<file path="src/hdl/assert_macros.svh">
// assertion macros used by sorted_key_table_lookup_top
// each macro samples on clk and is disabled while arst_n is low
`ifndef ASSERT_MACROS_SVH
`define ASSERT_MACROS_SVH

// plain property that must hold at every edge
`define SKT_ASSERT(lbl, prop, msg) \
	lbl: assert property (@(posedge clk) disable iff (!arst_n) (prop)) else $error(msg);

// same-cycle implication
`define SKT_ASSERT_IMP(lbl, ante, cons, msg) \
	lbl: assert property (@(posedge clk) disable iff (!arst_n) (ante) |-> (cons)) else $error(msg);

// next-cycle implication
`define SKT_ASSERT_NXT(lbl, ante, cons, msg) \
	lbl: assert property (@(posedge clk) disable iff (!arst_n) (ante) |=> (cons)) else $error(msg);

`endif

</file>
<file path="src/hdl/skt_ram.sv">
// generic single write port, single read port ram with registered read data
// no dependencies
module skt_ram #(
	parameter int WIDTH = 8,
	parameter int DEPTH = 16,
	localparam int AW = (DEPTH > 1) ? $clog2(DEPTH) : 1
) (
	input  logic             clk,
	input  logic             we,
	input  logic [AW-1:0]    waddr,
	input  logic [WIDTH-1:0] wdata,
	input  logic             re,
	input  logic [AW-1:0]    raddr,
	output logic [WIDTH-1:0] rdata
);

	logic [WIDTH-1:0] mem_q [DEPTH];
	logic [WIDTH-1:0] rdata_q;

	// write port
	always_ff @(posedge clk) begin
		if (we) begin
			mem_q[waddr] <= wdata;
		end
	end

	// registered read port
	always_ff @(posedge clk) begin
		if (re) begin
			rdata_q <= mem_q[raddr];
		end
	end

	assign rdata = rdata_q;

endmodule

</file>
<file path="config.mk">
export PLATFORM = sky130hd
export DESIGN_NAME = skt_ram
export DESIGN_NICKNAME = d
export VERILOG_FILES = /design/src/hdl/assert_macros.svh /design/src/hdl/skt_ram.sv
export SDC_FILE = /design/constraint.sdc
export NUM_CORES = 1
export LEC_CHECK = 0
export BUFFER_PORTS_ARGS = -buffer_cell sky130_fd_sc_hd__buf_2
export CAP_MARGIN = 20
export CORE_MARGIN = 8
export CORE_UTILIZATION = 65
export DETAILED_ROUTE_END_ITERATION = 16
export PLACE_DENSITY_LB_ADDON = 0.15
export SYNTH_ARGS = -nofsm -noshare
export SYNTH_HDL_FRONTEND = slang
export SYNTH_SLANG_ARGS = --single-unit
</file>
<file path="constraint.sdc">
create_clock -name clk -period 4.7 [get_ports clk]
set_input_delay 0.705 -clock clk [delete_from_list [all_inputs] [get_ports clk]]
set_output_delay 0.705 -clock clk [all_outputs]
set_load 0.01 [all_outputs]
</file>
After elaboration in Yosys (flattened, before gate mapping)
Memory sizes are Yosys's and may differ from the RTL's. A register that Yosys moved wholly into a read port is not among the register bits.
Cells that the tools add are included.
{"block": "op_classes", "muxes": 2}
{"op": "$mux 1", "n": 2}
{"block": "totals", "out_inout_bits": 8, "input_bits": 19, "n_memories": 1, "wordCells": 3, "reg_bits": 0, "mem_bits_rw": 128}
{"name": "mem_q", "depth": 16, "word_bits": 8, "rd": 1, "rd_ports_with_merged_regs": 1, "wr": 1, "line_no": "skt_ram.sv:17", "source": "logic [WIDTH-1:0] mem_q [DEPTH];"}

Depth between registers and ports, before layout
Gate-level depths: netlist of the first run.
{"block": "depth", "word_depth": 2, "ltp_mapped": 5, "mapped_depth_nobuf": 3}

Least setup slack after synthesis of the first run
OpenSTA, ideal clock, no wires.
{"block": "synth_path", "path_type": "input-to-reg", "start": "input port waddr[2]", "end": "memory mem_q[0][0] (enable)", "stages": 2, "slack_ns": 2.502, "setup_ns": 0.383, "t_required_ns": 4.317, "n_path_buf": 0, "t_arrival_ns": 1.815, "cell_sequence": "or3b_2 -> nor3_1"}
{"element": "start: declaration", "line_no": "skt_ram.sv:10", "source": "input logic [AW-1:0] waddr,"}
{"element": "end: declaration", "line_no": "skt_ram.sv:17"}
No word-level cell before the write port.

==> impl_metrics.toml, run 1 <==
[synthesis]
yosysWarnings = 0
post_synth.cell_area_avg_um2 = 22.8
yosys-top-cells-area = "sky130_fd_sc_hd__edfxtp_1 (78%), sky130_fd_sc_hd__mux4_2 (7.8%), sky130_fd_sc_hd__mux4_1 (7.0%), sky130_fd_sc_hd__a22oi_1 (2.3%), sky130_fd_sc_hd__nor2_1 (0.93%)"
post_synth_instance_area_um2 = 5230
ys_seq_elements = 136
synth_cell_types = 18
synth.net_count = 248
synthDominantAreaCellType = "sky130_fd_sc_hd__edfxtp_1"
post-synth-top-area-fraction_pct = 78.1
yosysSeqAreaShare_pct = 78.1
syn-instance-count = 229

[cts]
ctsHoldBuffers = 0
post-cts-setup-buffer-count = 0
htree_num_levels = 4
clkSlewWorstSetupHoldPaths_ns = 0.06
clock_tree_from_tritoncts = "built"
cts_resized = 0
cts_num_sinks = 136
clock_insertion_delay_worst_skew_ns = 0.51
cts_max_path_buffers = 2
ctsRootBufferMaster = "sky130_fd_sc_hd__clkbuf_8"
cts_buffers = 17

[layout]
final_cell_mix = "sky130_fd_sc_hd__edfxtp_1 (136), sky130_fd_sc_hd__buf_2 (26), sky130_fd_sc_hd__mux4_2 (18)"
final_layout_size_suffix_gt1_share_pct = 28.4
layout_commonest_cell = "sky130_fd_sc_hd__edfxtp_1"
fillers = 420
finalNonFillerCells = 384
num-nets-final = 288
synthToLayoutAreaGrowth_pct = 14.2
utilization_pct = 76.8
antennaDiodeCount = 0

[place]
port_buffers = 26
gp_congestion = 0.705
dp.cells = 351
hpwl_um = 6110

[critical_path]
worst_ep_arrival_time_ns = 2.17
worst_setup_path_start_kind = "input port"
crit_fanout = 32
critPathCaptureType = "flop"
worstSetupPathType = "input port to flop"
critical_path_required_ns = 4.94

[grt]
pin_count_of_the_biggest_net_entering_global_routing = 33
grt_antenna_before_repair = 0
global_route.usage.total_pct = 19.1
grt.overflow.total = 0
grt_pass1_vias = 2628
grt_first_pass_wirelength_um = 15500

[routing]
post_drt_via_cell_ratio = 6.57
dr.first_iter.drc_count = 198
antenna_left = 0
detailed_routing_iteration_count_for_the_pre_antenna_repair_pass = 5
post_drt_wl_per_cell_um = 26.5
route.final.wire_length_um = 10200
route.detailed.drc = 0
routed-via-count = 2521

[timing]
maxSlewHeadroom_pct = 35.0
timing.clock.skew_ns = 0.0136
maxClockFrequency_mhz = 520
finalHoldViolations = 0
finalSetupViolCount = 0
tightest_slew_ns = 0.972
fin_crit_ns = 1.92
report.final.slew_viol_count = 0
grt_setup_unrepaired = "false"
min_period_over_period_pct = 40.9
fin_worst_hold_slack_ns = 0.555
setup-tns-final_ns = 0

[die]
placeableCoreArea_um2 = 7770
die_area_um2 = 11200
ports_placed_on_the_boundary = 27
die_height_um = 106
placementRows = 32
dieWidth_um = 106
start_util_pct = 67.3

[pwr]
powerDensity_nw_per_um2 = 442
cellLeakagePower_nw = 1.97
power.total_w = 0.00264
maximum_vdd_drop_mv = 0.301

[run_status]
run_status = "completed"

[flow_run]
drv.max_cap_violation_count = 0

[hold_path]
hp-class = "input port to flop"
[power by group]
part	total [W]	internal, W	switching, W
Clock	0.00114	0.000647	0.000491
Sequential	0.00137	0.00137	0.00000766
Combinational	0.000123	0.0000495	0.0000736
[worst max-delay path, cell delays in order]
cell and delay (ns):
sky130_fd_sc_hd__buf_2 0.64, sky130_fd_sc_hd__mux4_2 0.42, sky130_fd_sc_hd__a22oi_1 0.28, sky130_fd_sc_hd__nand2_1 0.11
[Yosys cell counts (all sizes together)]
cell type	count
mux4	32
nand3	1
edfxtp	136
and2b	1
nand3b	2
nor2b	1
clkdlybuf4s25	3
nor2	13
or3b	1
nor3	4
buf	7
and2	1
nand2b	2
nand2	9
a22oi	16
[registers in the layout (all words and copies together) (netlist names)]
signal and count:
rdata 8, mem_q 128
[path summary, 6_finish.rpt]
check | from | endpoint | slack [ns] | cells after the start
setup / recovery | raddr[1] | rdata[6]$_DFFE_PP_ | 2.78 | 4
hold / removal | re | rdata[2]$_DFFE_PP_ | 0.55 | 1
setup reg to reg | mem_q[2][2]$_DFFE_PP_ | rdata[2]$_DFFE_PP_ | 3.14 | 3
hold reg to reg | mem_q[4][3]$_DFFE_PP_ | rdata[3]$_DFFE_PP_ | 0.76 | 3
[kinds of logic after synthesis]
| kind of cell | synth area share, % |
|---|---|
| compound gates | 2.30 |
| simple gates | 3.14 |
| mux | 14.8 |
| buf+inv | 1.65 |
| flops | 78.1 |
[layer usage]
layer  vias up  global-route usage, %  part of all wire [%]
met5         -                      0                     0
met2       140                   31.1                    52
met1      1307                   24.7                    40
met4         0                   6.63                  0.91
li1       1064                      -                     -
met3        10                   4.93                   7.2
[area by class of cell]
class                           count  area, µm²  area share (%)
Clock buffer                       18        418            7.00
Clock inverter                     14        101            1.70
Multi-Input combinational cell     83       1060            17.7
Sequential cell                   136       4080            68.4
Tap cell                          102        128            2.14
Timing Repair Buffer               31        180            3.02
[through the flow]
step | cell area, µm² | setup WS, ns
detailed placement | 5430 | 1.79
global route | 5970 | 2.70
CTS | 5950 | 2.28
finish | 5970 | 2.78
global placement | 5430 | 1.86
floorplan | 5230 | 2.50
Power figures use the tool's default switching activity.
==> run 2: changes to the inputs <==
--- a/config.mk
+++ b/config.mk
@@ -5,10 +5,11 @@
 export SDC_FILE = /design/constraint.sdc
 export NUM_CORES = 1
 export LEC_CHECK = 0
+export ABC_AREA = 1
 export BUFFER_PORTS_ARGS = -buffer_cell sky130_fd_sc_hd__buf_2
 export CAP_MARGIN = 20
 export CORE_MARGIN = 8
-export CORE_UTILIZATION = 65
+export CORE_UTILIZATION = 61
 export DETAILED_ROUTE_END_ITERATION = 16
 export PLACE_DENSITY_LB_ADDON = 0.15
 export SYNTH_ARGS = -nofsm -noshare
==> constraint.sdc (replaced) <==
create_clock -name clk -period 2.02 [get_ports clk]
set_input_delay 0.303 -clock clk [delete_from_list [all_inputs] [get_ports clk]]
set_output_delay 0.303 -clock clk [all_outputs]
set_load 0.01 [all_outputs]
==> impl_metrics.toml, run 2 <==
[grt]
grt_pass1_vias = 3877
grtUsageMet2_pct = 34.0
grt.overflow.total = 0
pin_count_of_the_biggest_net_entering_global_routing = 65
grt_first_pass_wirelength_um = 20100
grt.met3_usage_pct = 4.75
grt_antenna_before_repair = 0
global_route.usage.total_pct = 20.8
grt-busiest-layer = "met2"
groute.layer.met1.usage_pct = 25.7

[synthesis]
post_synth.cell_area_avg_um2 = 10.6
synthMostInstantiatedCell = "sky130_fd_sc_hd__nand2_1"
syn-instance-count = 551
yosysWarnings = 0
post-synth-top-area-fraction_pct = 69.8
ys_async_sr_fraction_pct = 0
postSynth.topFlopCell = "sky130_fd_sc_hd__edfxtp_1"
yosysSeqAreaShare_pct = 69.8
synth.net_count = 570
yosys-top-cells-area = "sky130_fd_sc_hd__edfxtp_1 (70%), sky130_fd_sc_hd__nand2_1 (11%), sky130_fd_sc_hd__nand3_1 (8.3%), sky130_fd_sc_hd__inv_1 (6.4%), sky130_fd_sc_hd__buf_6 (1.2%)"
synth_cell_types = 11
synth_enable_flop_cells = 136
synthDominantAreaCellType = "sky130_fd_sc_hd__edfxtp_1"
netlist_top_cells_count = "sky130_fd_sc_hd__nand2_1 (173), sky130_fd_sc_hd__edfxtp_1 (136), sky130_fd_sc_hd__inv_1 (100)"
post_synth_instance_area_um2 = 5850
ys_seq_elements = 136

[die]
die_height_um = 114
placementRows = 35
placeableCoreArea_um2 = 9280
ports_placed_on_the_boundary = 27
die_area_um2 = 13000
dieWidth_um = 114
start_util_pct = 63.0

[cts]
ctsHoldBuffers = 0
clkSlewWorstSetupHoldPaths_ns = 0.06
ctsRootBufferMaster = "sky130_fd_sc_hd__clkbuf_8"
clock_insertion_delay_worst_skew_ns = 0.52
cts_resized = 0
cts_num_sinks = 136
cts_max_path_buffers = 2
post-cts-setup-buffer-count = 0
clock_tree_from_tritoncts = "built"
htree_num_levels = 4
cts_buffers = 17

[place]
dpl_cell_area_um2 = 6150
gp_congestion = 0.856
hpwl_um = 7700
port_buffers = 26

[layout]
num-nets-final = 611
synthToLayoutAreaGrowth_pct = 14.4
fillers = 668
flip_flop_count_of_the_largest_register_all_copies_and_words_added = 128
final_cell_mix = "sky130_fd_sc_hd__nand2_1 (173), sky130_fd_sc_hd__edfxtp_1 (136), sky130_fd_sc_hd__inv_1 (100)"
multi_input_comb_area_um2 = 1210
final_area_um2 = 6690
ff_latch_area_um2 = 4080
antennaDiodeCount = 0
largest-register = "mem_q"
final_layout_size_suffix_gt1_share_pct = 12.9
layout_commonest_cell = "sky130_fd_sc_hd__nand2_1"

[critical_path]
critical_path.slowest_cell = "sky130_fd_sc_hd__edfxtp_1"
crit_fanout = 1
worstSetupPathType = "flop to output port"
critPathCaptureType = "output port"
worst_setup_path_startpoint = "rdata[0]$_DFFE_PP_"
cp_cell_sequence = "buf_2"
cp_top_family = "flip-flops"
timing.rr.start = "mem_q[1][0]$_DFFE_PP_"
worst_setup_path_start_kind = "flop"
critical_path_required_ns = 1.72
worst_ep_arrival_time_ns = 1.12
critPathMaxStageDelay_ns = 0.43
timing.critical_path.buf_inv = 1

[hold_path]
holdCritStartpoint = "re"
hp-class = "input port to flop"

[flow_run]
drv.max_cap_violation_count = 0

[routing]
detailed_routing_iteration_count_for_the_pre_antenna_repair_pass = 5
post_drt_via_cell_ratio = 5.35
route.detailed.drc = 0
route.final.wire_length_um = 12800
routed-via-count = 3930
post_drt_wl_per_cell_um = 17.4
dr.first_iter.drc_count = 372
antenna_left = 0

[timing]
timing.clock.skew_ns = 0.00859
setup-tns-final_ns = 0
finalHoldViolations = 0
report.final.slew_viol_count = 0
tightest_slew_ns = 0.661
grt_setup_unrepaired = "false"
maxClockFrequency_mhz = 705
finalSetupViolCount = 0
fin_crit_ns = 1.42
min_period_over_period_pct = 70.2
maxSlewHeadroom_pct = 55.7

[pwr]
cellLeakagePower_nw = 2.90
powerDensity_nw_per_um2 = 954
maximum_vdd_drop_mv = 0.602

[run_status]
run_status = "completed"
[run 2: cells by family (layout without fill, tap and decap cells)]
family,count (synthesis),count (layout),share of synthesized area [%]
buffers and inverters,126,180,9.39
flip-flops,136,136,69.8
AND/OR/NAND/NOR,289,289,20.8
[run 2: final timing paths]
check	depth (start not counted)	endpoint	slack, ns
worst max register to register	6	rdata[0]$_DFFE_PP_	0.85
worst min register to register	6	rdata[4]$_DFFE_PP_	0.76
worst max-delay path	1	rdata[0]	0.60
worst min-delay path	1	rdata[7]$_DFFE_PP_	0.14
[run 2: final cells by class]
cell class                      instances  share of cell area, %
Sequential cell                       136                   61.0
Clock buffer                           18                   6.25
Inverter                              102                   5.72
Timing Repair Buffer                   46                   4.56
Tap cell                              129                   2.41
Clock inverter                         14                   1.89
Multi-Input combinational cell        289                   18.1
[run 2: through the flow]
| step | std cells | power [W] | hold slack, ns | worst slack (ns) | util [%] |
|---|---|---|---|---|---|
| 2_1_floorplan | 551 | 0.00348 | 0.402 | 0.766 | - |
| 3_3_place_gp | 702 | 0.00363 | 0.683 | 0.458 | 66.2 |
| 3_5_place_dp | 702 | 0.00364 | 0.672 | 0.441 | 66.2 |
| 4_1_cts | 734 | 0.00640 | 0.121 | 0.576 | 72.1 |
| 5_1_grt | 734 | 0.00656 | 0.117 | 0.556 | 72.1 |
| 6_report | 734 | 0.00638 | 0.139 | 0.601 | 72.1 |
[run 2: metal layers]
layer,up-vias,part of all wire (%),routed length [µm]
met3,22,6.7,862
met1,1870,42,5330
met4,0,2.4,302
met5,-,0,0
li1,1861,-,-
met2,177,49,6310
[run 2: power breakdown]
| part | internal [W] | leakage, nW | switching, W |
|---|---|---|---|
| combinational | 0.000112 | 1.41 | 0.000270 |
| clock | 0.00164 | 0.256 | 0.00117 |
| sequential | 0.00318 | 1.24 | 0.0000203 |
